File: src/rtl/lsdq_pkg.sv
// Shared types and constants for the LWE inner product block.
`timescale 1ns / 1ps
package lsdq_pkg;

    localparam int Q_W        = 15;
    localparam int IDX_W      = 7;
    localparam int ERR_W      = 16;
    localparam int POS_W      = 8;
    localparam int HASH_W     = 56;
    localparam int HASH_SHIFT = 13;
    localparam int HASH_FOLD  = 48;
    localparam int PROD_W     = 2 * Q_W;
    localparam int RED_W      = 32;
    localparam int RED_STEPS  = RED_W / 2;
    localparam int RED_CNT_W  = $clog2(RED_STEPS);

    localparam logic [Q_W-1:0] Q_MIN = Q_W'(2);

    localparam logic MODE_SECRET = 1'b0;
    localparam logic MODE_COLUMN = 1'b1;

    localparam logic REG_MODULUS    = 1'b0;
    localparam logic REG_HASH_START = 1'b1;

    typedef enum logic [3:0] {
        ST_CLEAR,
        ST_IDLE,
        ST_WRITE,
        ST_READ,
        ST_MUL,
        ST_LOAD,
        ST_RED_DOT,
        ST_ACC,
        ST_RED_ERR,
        ST_FINAL
    } state_t;

    typedef struct packed {
        logic clr_we;
        logic capture;
        logic sec_write;
        logic mul;
        logic red_load_dot;
        logic red_step;
        logic acc_store;
        logic red_load_err;
        logic out_load;
    } ctrl_cmd_t;

    typedef struct packed {
        logic clr_done;
        logic red_done;
        logic item_last;
    } dp_status_t;

endpackage

File: src/rtl/lsdq_ram.sv
// Generic simple dual-port RAM with registered read data.
`timescale 1ns / 1ps
module lsdq_ram #(
    parameter int WIDTH = 15,
    parameter int DEPTH = 128,
    parameter int AW    = (DEPTH > 1) ? $clog2(DEPTH) : 1
) (
    input  logic             clk,
    input  logic             we,
    input  logic [AW-1:0]    waddr,
    input  logic [WIDTH-1:0] wdata,
    input  logic [AW-1:0]    raddr,
    output logic [WIDTH-1:0] rdata
);

    logic [WIDTH-1:0] mem_reg [DEPTH];
    logic [WIDTH-1:0] rdata_reg;

    always_ff @(posedge clk)
    begin
        if (we)
        begin
            mem_reg[waddr] <= wdata;
        end
        rdata_reg <= mem_reg[raddr];
    end

    assign rdata = rdata_reg;

endmodule

File: src/rtl/lsdq_ctrl.sv
// Controller state machine that sequences secret writes, element steps and results.
`timescale 1ns / 1ps
module lsdq_ctrl
    import lsdq_pkg::*;
(
    input  logic       clk,
    input  logic       rst_n,
    input  logic       item_valid,
    input  logic       item_mode,
    output logic       item_stall,
    output logic       result_valid,
    input  logic       result_stall,
    input  dp_status_t status,
    output ctrl_cmd_t  cmd
);

    state_t state_reg, state_next;
    logic   out_valid_reg, out_valid_next;
    logic   out_free;
    logic   accept;

    assign out_free = !out_valid_reg || !result_stall;
    assign accept   = (state_reg == ST_IDLE) && item_valid;

    always_ff @(posedge clk or negedge rst_n)
    begin
        if (!rst_n)
        begin
            state_reg     <= ST_CLEAR;
            out_valid_reg <= 1'b0;
        end
        else
        begin
            state_reg     <= state_next;
            out_valid_reg <= out_valid_next;
        end
    end

    always_comb
    begin
        state_next = state_reg;
        case (state_reg)
            ST_CLEAR:   if (status.clr_done) state_next = ST_IDLE;
            ST_IDLE:
            begin
                if (item_valid)
                begin
                    state_next = (item_mode == MODE_SECRET) ? ST_WRITE : ST_READ;
                end
            end
            ST_WRITE:   state_next = ST_IDLE;
            ST_READ:    state_next = ST_MUL;
            ST_MUL:     state_next = ST_LOAD;
            ST_LOAD:    state_next = ST_RED_DOT;
            ST_RED_DOT: if (status.red_done) state_next = ST_ACC;
            ST_ACC:     state_next = status.item_last ? ST_RED_ERR : ST_IDLE;
            ST_RED_ERR: if (status.red_done) state_next = ST_FINAL;
            ST_FINAL:   if (out_free) state_next = ST_IDLE;
            default:    state_next = ST_IDLE;
        endcase
    end

    always_comb
    begin
        cmd            = '0;
        item_stall     = 1'b1;
        out_valid_next = out_valid_reg && result_stall;
        case (state_reg)
            ST_CLEAR:   cmd.clr_we = 1'b1;
            ST_IDLE:
            begin
                item_stall  = 1'b0;
                cmd.capture = item_valid;
            end
            ST_WRITE:   cmd.sec_write = 1'b1;
            ST_READ:    ;
            ST_MUL:     cmd.mul = 1'b1;
            ST_LOAD:    cmd.red_load_dot = 1'b1;
            ST_RED_DOT: cmd.red_step = 1'b1;
            ST_ACC:
            begin
                cmd.acc_store    = 1'b1;
                cmd.red_load_err = status.item_last;
            end
            ST_RED_ERR: cmd.red_step = 1'b1;
            ST_FINAL:
            begin
                if (out_free)
                begin
                    cmd.out_load   = 1'b1;
                    out_valid_next = 1'b1;
                end
            end
            default:    ;
        endcase
    end

    assign result_valid = out_valid_reg;

    a_accept_stalls_next: assert property (@(posedge clk) disable iff (!rst_n)
        accept |=> item_stall)
        else $error("Item stall not raised after an accepted transfer.");

    a_load_shows_result: assert property (@(posedge clk) disable iff (!rst_n)
        cmd.out_load |=> result_valid)
        else $error("Result not presented after output load.");

    a_no_load_over_pending: assert property (@(posedge clk) disable iff (!rst_n)
        (result_valid && result_stall) |-> !cmd.out_load)
        else $error("Output overwritten while a transfer was pending.");

    a_single_datapath_op: assert property (@(posedge clk) disable iff (!rst_n)
        $onehot0({cmd.clr_we, cmd.capture, cmd.sec_write, cmd.mul,
                  cmd.red_load_dot, cmd.red_step, cmd.acc_store, cmd.out_load}))
        else $error("More than one datapath operation issued in a cycle.");

endmodule

File: src/rtl/lsdq_dp.sv
// Datapath with secret store, multiplier, modular reducer, hash and result registers.
`timescale 1ns / 1ps
module lsdq_dp
    import lsdq_pkg::*;
#(
    parameter int SECRET_DEPTH = 128
) (
    input  logic                    clk,
    input  logic                    rst_n,
    input  ctrl_cmd_t               cmd,
    output dp_status_t              status,
    input  logic [Q_W-1:0]          q_eff,
    input  logic [IDX_W-1:0]        hash_start,
    input  logic [IDX_W-1:0]        secret_index,
    input  logic [Q_W-1:0]          element_value,
    input  logic signed [ERR_W-1:0] error_value,
    input  logic                    last_element,
    output logic [Q_W-1:0]          sum_with_error,
    output logic [Q_W-1:0]          error_residue,
    output logic [HASH_W-1:0]       column_hash
);

    localparam int AW = (SECRET_DEPTH > 1) ? $clog2(SECRET_DEPTH) : 1;
    localparam int IW = (AW > POS_W) ? AW : POS_W;

    function automatic logic [Q_W-1:0] red_bit(input logic [Q_W-1:0] r, input logic b,
                                               input logic [Q_W-1:0] q);
        logic [Q_W:0] t;
        t = {r, b};
        if (t >= {1'b0, q})
        begin
            t = t - {1'b0, q};
        end
        return t[Q_W-1:0];
    endfunction

    logic [AW-1:0]        clr_addr_reg;
    logic [POS_W-1:0]     pos_reg;
    logic [Q_W-1:0]       acc_reg;
    logic [HASH_W-1:0]    hash_reg;
    logic [IDX_W-1:0]     idx_reg;
    logic [Q_W-1:0]       elem_reg;
    logic [ERR_W-1:0]     err_reg;
    logic                 last_reg;
    logic [PROD_W-1:0]    prod_reg;
    logic [RED_W-1:0]     red_x_reg;
    logic [Q_W-1:0]       red_rem_reg;
    logic [RED_CNT_W-1:0] red_cnt_reg;
    logic [Q_W-1:0]       sum_reg;
    logic [Q_W-1:0]       eres_reg;
    logic [HASH_W-1:0]    hash_out_reg;

    logic [IW-1:0]        pos_ext;
    logic [IW-1:0]        idx_ext;
    logic                 pos_in_range;
    logic                 idx_in_range;
    logic                 ram_we;
    logic [AW-1:0]        ram_waddr;
    logic [Q_W-1:0]       ram_wdata;
    logic [Q_W-1:0]       ram_rdata;
    logic [Q_W-1:0]       s_val;
    logic [63:0]          hash_t;
    logic [63:0]          hash_mix;
    logic [Q_W-1:0]       rem_mid;
    logic [Q_W-1:0]       rem_new;
    logic [ERR_W-1:0]     err_mag;
    logic [Q_W-1:0]       eres;
    logic [Q_W:0]         sum_t;
    logic [Q_W-1:0]       sum_val;

    assign pos_ext      = IW'(pos_reg);
    assign idx_ext      = IW'(idx_reg);
    assign pos_in_range = 32'(pos_reg) < SECRET_DEPTH;
    assign idx_in_range = 32'(idx_reg) < SECRET_DEPTH;

    assign ram_we    = cmd.clr_we || (cmd.sec_write && idx_in_range);
    assign ram_waddr = cmd.clr_we ? clr_addr_reg : idx_ext[AW-1:0];
    assign ram_wdata = cmd.clr_we ? '0 : elem_reg;

    lsdq_ram #(
        .WIDTH (Q_W),
        .DEPTH (SECRET_DEPTH),
        .AW    (AW)
    ) u_secret_ram (
        .clk   (clk),
        .we    (ram_we),
        .waddr (ram_waddr),
        .wdata (ram_wdata),
        .raddr (pos_ext[AW-1:0]),
        .rdata (ram_rdata)
    );

    assign s_val    = pos_in_range ? ram_rdata : '0;
    assign hash_t   = {hash_reg[63-HASH_SHIFT:0], HASH_SHIFT'(0)} + 64'(elem_reg);
    assign hash_mix = hash_t ^ (hash_t >> HASH_FOLD);

    assign rem_mid = red_bit(red_rem_reg, red_x_reg[RED_W-1], q_eff);
    assign rem_new = red_bit(rem_mid, red_x_reg[RED_W-2], q_eff);

    assign err_mag = err_reg[ERR_W-1] ? (~err_reg + ERR_W'(1)) : err_reg;
    assign eres    = (err_reg[ERR_W-1] && (red_rem_reg != '0)) ? (q_eff - red_rem_reg)
                                                                 : red_rem_reg;
    assign sum_t   = {1'b0, acc_reg} + {1'b0, eres};
    assign sum_val = (sum_t >= {1'b0, q_eff}) ? Q_W'(sum_t - {1'b0, q_eff}) : sum_t[Q_W-1:0];

    always_ff @(posedge clk or negedge rst_n)
    begin
        if (!rst_n)
        begin
            clr_addr_reg <= '0;
            pos_reg      <= '0;
            acc_reg      <= '0;
            hash_reg     <= '0;
            red_cnt_reg  <= '0;
        end
        else
        begin
            if (cmd.clr_we)
            begin
                clr_addr_reg <= clr_addr_reg + AW'(1);
            end
            if (cmd.mul)
            begin
                if ({1'b0, pos_reg} >= {2'b00, hash_start})
                begin
                    hash_reg <= hash_mix[HASH_W-1:0];
                end
                if (pos_reg != '1)
                begin
                    pos_reg <= pos_reg + POS_W'(1);
                end
            end
            if (cmd.red_load_dot || cmd.red_load_err)
            begin
                red_cnt_reg <= '0;
            end
            else if (cmd.red_step)
            begin
                red_cnt_reg <= red_cnt_reg + RED_CNT_W'(1);
            end
            if (cmd.acc_store)
            begin
                acc_reg <= red_rem_reg;
            end
            if (cmd.out_load)
            begin
                acc_reg  <= '0;
                hash_reg <= '0;
                pos_reg  <= '0;
            end
        end
    end

    always_ff @(posedge clk)
    begin
        if (cmd.capture)
        begin
            idx_reg  <= secret_index;
            elem_reg <= element_value;
            err_reg  <= error_value;
            last_reg <= last_element;
        end
        if (cmd.mul)
        begin
            prod_reg <= PROD_W'(elem_reg) * PROD_W'(s_val);
        end
        if (cmd.red_load_dot)
        begin
            red_x_reg   <= RED_W'(acc_reg) + RED_W'(prod_reg);
            red_rem_reg <= '0;
        end
        else if (cmd.red_load_err)
        begin
            red_x_reg   <= RED_W'(err_mag);
            red_rem_reg <= '0;
        end
        else if (cmd.red_step)
        begin
            red_x_reg   <= {red_x_reg[RED_W-3:0], 2'b00};
            red_rem_reg <= rem_new;
        end
        if (cmd.out_load)
        begin
            sum_reg      <= sum_val;
            eres_reg     <= eres;
            hash_out_reg <= hash_reg;
        end
    end

    assign status.clr_done  = clr_addr_reg == AW'(SECRET_DEPTH - 1);
    assign status.red_done  = red_cnt_reg == RED_CNT_W'(RED_STEPS - 1);
    assign status.item_last = last_reg;

    assign sum_with_error = sum_reg;
    assign error_residue  = eres_reg;
    assign column_hash    = hash_out_reg;

endmodule

File: src/rtl/lwe_sample_dot_mod_q_with_hash_top.sv
// Top level of the LWE inner product block with column hash and register port.
//
// Channel   Direction  Handshake                    Payload
// item      in         item_valid / item_stall      mode, secret_index, element_value,
//                                                   error_value, last_element
// result    out        result_valid / result_stall  sum_with_error, error_residue,
//                                                   column_hash
// config    in         psel, penable, pwrite        paddr, pwdata, prdata, pready
//
// A secret write is stored in the WRITE state; a column element is reduced by the 16-step
// two-bit shift-subtract reducer. For the last element of a column the same reducer
// then also brings the error into range.
// After reset a clearing pass writes zero to every secret entry, with item_stall held
// high. A stalled result does not hold off the next item; only the next result waits
// for the output register to empty.
`timescale 1ns / 1ps
module lwe_sample_dot_mod_q_with_hash_top
    import lsdq_pkg::*;
#(
    parameter int SECRET_DEPTH = 128
) (
    input  logic                    clk,
    input  logic                    rst_n,
    input  logic                    item_valid,
    output logic                    item_stall,
    input  logic                    mode,
    input  logic [IDX_W-1:0]        secret_index,
    input  logic [Q_W-1:0]          element_value,
    input  logic signed [ERR_W-1:0] error_value,
    input  logic                    last_element,
    output logic                    result_valid,
    input  logic                    result_stall,
    output logic [Q_W-1:0]          sum_with_error,
    output logic [Q_W-1:0]          error_residue,
    output logic [HASH_W-1:0]       column_hash,
    input  logic                    psel,
    input  logic                    penable,
    input  logic                    pwrite,
    input  logic [2:0]              paddr,
    input  logic [31:0]             pwdata,
    output logic [31:0]             prdata,
    output logic                    pready
);

    logic [Q_W-1:0]   modulus_reg;
    logic [IDX_W-1:0] hash_start_reg;
    logic [Q_W-1:0]   q_eff;
    logic             cfg_write;
    ctrl_cmd_t        cmd;
    dp_status_t       status;

    assign pready    = 1'b1;
    assign cfg_write = psel && penable && pwrite;

    always_ff @(posedge clk or negedge rst_n)
    begin
        if (!rst_n)
        begin
            modulus_reg    <= Q_MIN;
            hash_start_reg <= '0;
        end
        else if (cfg_write)
        begin
            case (paddr[2])
                REG_MODULUS:    modulus_reg    <= pwdata[Q_W-1:0];
                REG_HASH_START: hash_start_reg <= pwdata[IDX_W-1:0];
                default:        ;
            endcase
        end
    end

    always_comb
    begin
        case (paddr[2])
            REG_MODULUS:    prdata = 32'(modulus_reg);
            REG_HASH_START: prdata = 32'(hash_start_reg);
            default:        prdata = '0;
        endcase
    end

    assign q_eff = (modulus_reg < Q_MIN) ? Q_MIN : modulus_reg;

    lsdq_ctrl u_ctrl (
        .clk          (clk),
        .rst_n        (rst_n),
        .item_valid   (item_valid),
        .item_mode    (mode),
        .item_stall   (item_stall),
        .result_valid (result_valid),
        .result_stall (result_stall),
        .status       (status),
        .cmd          (cmd)
    );

    lsdq_dp #(
        .SECRET_DEPTH (SECRET_DEPTH)
    ) u_dp (
        .clk            (clk),
        .rst_n          (rst_n),
        .cmd            (cmd),
        .status         (status),
        .q_eff          (q_eff),
        .hash_start     (hash_start_reg),
        .secret_index   (secret_index),
        .element_value  (element_value),
        .error_value    (error_value),
        .last_element   (last_element),
        .sum_with_error (sum_with_error),
        .error_residue  (error_residue),
        .column_hash    (column_hash)
    );

endmodule
File: config.mk
export PLATFORM = sky130hd
export DESIGN_NAME = lwe_sample_dot_mod_q_with_hash_top
export DESIGN_NICKNAME = d
export VERILOG_FILES = /design/src/rtl/lsdq_pkg.sv /design/src/rtl/lsdq_ram.sv /design/src/rtl/lsdq_ctrl.sv /design/src/rtl/lsdq_dp.sv /design/src/rtl/lwe_sample_dot_mod_q_with_hash_top.sv
export SDC_FILE = /design/constraint.sdc
export NUM_CORES = 2
export LEC_CHECK = 0
export ABC_AREA = 1
export ABC_CLOCK_PERIOD_IN_PS = 15500
export BUFFER_PORTS_ARGS = -buffer_cell sky130_fd_sc_hd__buf_2
export CAP_MARGIN = 30
export CORE_MARGIN = 2
export CORE_UTILIZATION = 37
export CTS_CLUSTER_SIZE = 30
export DETAILED_ROUTE_END_ITERATION = 8
export PLACE_DENSITY = 0.51
export SLEW_MARGIN = 20
export SYNTH_ARGS = -nofsm -noshare
export SYNTH_HDL_FRONTEND = slang
export SYNTH_SLANG_ARGS = --single-unit
File: constraint.sdc
create_clock -name clk -period 15.5 [get_ports clk]
set_input_delay 2.325 -clock clk [delete_from_list [all_inputs] [get_ports clk]]
set_output_delay 2.325 -clock clk [all_outputs]
set_load 0.01 [all_outputs]
==> impl_results.md <==
- Busiest grt layer: met2
- Gr ovfl total: 0
- Die footprint: 281900 um^2
- Most frequent cells in the layout: edfxtp_1, nor2_1, nand2_1, o21ai_0, inv_1
- First-pass GRT wire length: 457300 um
- Vias per inst: 5.376
- Yosys cell types: 68
- Met3 usage: 2.676%
- I/O pin cnt: 203
- Largest net degree at the start of global routing: about 170
- Fill cells: 26.17k
- Synth-to-layout area growth: 12.59%
- Total CTS buffers: 239
- Mapped Cells: 9059
- Pin slew with the least headroom to its limit: 1.019 ns
- Combinational family with the most area after synthesis: simple AND/OR/NAND/NOR gates
- Placer Congestion: between 0.8 and 0.9
- DRC: 0
- DRT antenna net count: 0
- Clk buf depth: 4
- Worst setup path class: reg -> reg
- Max-slew headroom: between 30 and 40%
- Crit path max fanout: 21
- Final hold vios: 0
- PortBufs: 165
- YS warnings: 0
- Adder-Cell Fraction of Synth Area: 5.801%
- Initial Utilization: a little under two fifths
- Initial drt markers: 6825
- CP dominant cell by count: nand2_1
- Fraction of registers with async set/reset: 5.191%
- CTS tree: done
- Outcome: complete, no violations
- Post-layout min period: 7.403 ns
- Highest Clock Rate: 135.1 MHz
- Total of max-cap violations: 0
- Worst EP required: between 15 and 20 ns
- Unrepaired setup endpoints after global routing: false
- Setup crit end kind: register
- Synthesized area per cell: 11.34 um^2
- Pre-antenna DRT Iters: 5
- Post-synth EDFFs: 2107
- Fraction of layout cells with a size suffix above 1: 8.747%
- Post-CTS sizing: 0
- CP max stage cell: o21ai_0
- Synth Register Bits: roughly 2.3k
- Most common cell after layout, fill and taps aside: edfxtp_1
- Drt wl/cell: 23.84 um
- Clk sink count: 2254
- FP Rows: about 190
- Synth Area in Simple Gates: roughly an eighth
- Final setup viols: 0
- Clk Latency, worst-skew pair: 0.95 ns
- Final #Nets: around 9.7k
- Post-Route WL: 313000 um
- R2r setup slk: 8.10 ns
- Setup Skew: about 0.13 ns
- Slowest stage delay, CP: ~0.5 ns
- Via count: about 71k
- Clock slew at reported path FFs: roughly 0.06 ns
- CTS Hold Bufs: 0
- Post-DP HPWL: 193300 um
- CP arrival: about 8.0 ns
- H-tree lvl count: 4
- Post-synthesis sequential area ratio: about 65%
- Placeable Area: 276300 um^2
- Setup TNS: 0 ns
- Grt met1 use: about 30%
- Critical Path Source Type: register
- Max reg flops: about 1.9k
- Buffer and inverter count on the worst path: 2
- Initial antenna violation count: 10
- # Post-CTS Setup Buffers: 0
- GRT Overall Usage: 21.67%
- Family with the most delay on the worst path: simple AND/OR/NAND/NOR gates
- Final count of pins violating max slew: 0
- Die extent in x: 531.0 um
- GRT met2 Usage: around a third
- Multiplexer share of the synthesized area: less than 1%
- Syn Std Cell Area: between 100000 and 150000 um^2
- Period Utilization, post-route: 47.76%
- Hold crit path type: reg -> reg
- Vias in the first global route: 68.01k
- CTS Root Cell: clkbuf_16
- Top FF cell, synth: edfxtp_1
- Compound-gate portion of the synthesized area: between 10% and 20%
- Chip height: ~530 um
- XOR/XNOR Fraction of Synth Area: 1.185%
- WHS: 0.4554 ns
-- synthesized netlist by cell type (45+ instances only) --
master	instances	area share [%]
a21oi_1	237	1.2
a22oi_1	76	0.56
buf_2	146	0.71
clkbuf_1	277	1.0
dfrtp_1	116	2.8
edfxtp_1	2107	62
fa_1	174	3.4
ha_1	198	2.4
inv_1	501	1.8
nand2_1	1067	3.9
nand3_1	375	1.8
nand4_1	45	0.27
nor2_1	1663	6.1
nor3_1	63	0.31
o211ai_1	188	1.4
o21ai_0	1046	5.1
o21ai_1	128	0.62
o22ai_1	228	1.4
xor2_1	95	0.81
-- layer usage --
layer / routed length [um] / up-vias
met3: 18760 / 429
li1: - / 32340
met1: 139300 / 35580
met5: 13 / -
met2: 146800 / 2223
met4: 8140 / 2
-- path summary, 6_finish.rpt --
check | startpoint | to | cells past startpoint
min reg2reg | u_dp.hash_reg[53] | u_dp.column_hash[53] | 0
max in group asynchronous | rst_n | modulus_reg[5] | 2
min in group asynchronous | rst_n | u_dp.clr_addr_reg[1] | 1
max reg2reg | modulus_reg[14] | u_dp.sum_with_error[12] | 31
max | modulus_reg[14] | u_dp.sum_with_error[12] | 31
min | u_dp.hash_reg[53] | u_dp.column_hash[53] | 0
-- through the flow --
step / util (%) / setup WS (ns) / cell area, um^2 / cells
floorplan: - / 9.542 / 102800 / 9075
global placement: 39.04 / 7.889 / 107800 / 12670
detailed placement: 39.10 / 8.010 / 108000 / 12680
CTS: 41.82 / 7.972 / 115500 / 13120
global route: 41.88 / 7.321 / 115700 / 13130
finish: 41.88 / 8.097 / 115700 / 13130
-- cell type report --
cell class | count | area, um^2 | area share [%]
clock inverter | 147 | 1338 | 1.156
tap | 3705 | 4636 | 4.007
inverter | 523 | 1998 | 1.727
sequential | 2254 | 66810 | 57.75
multi-input combinational | 5794 | 31780 | 27.47
timing repair buffer | 413 | 2920 | 2.524
clock buffer | 289 | 6200 | 5.359
antenna | 3 | 7.507 | 0.006489
-- cell families after synthesis --
| kind of cell | Yosys count |
|---|---|
| and+or+nand+nor | 3273 |
| AOI/OAI and AO/OA | 1991 |
| DFF | 2254 |
| other | 2 |
| adders and majority gates | 372 |
| xor gates and xnor gates | 139 |
| muxes | 1 |
| buffers and inverters | 1027 |
Power is left out: the tool's default activity adds up to more than one toggle a clock period on the data nets, which glitch-free logic cannot reach.
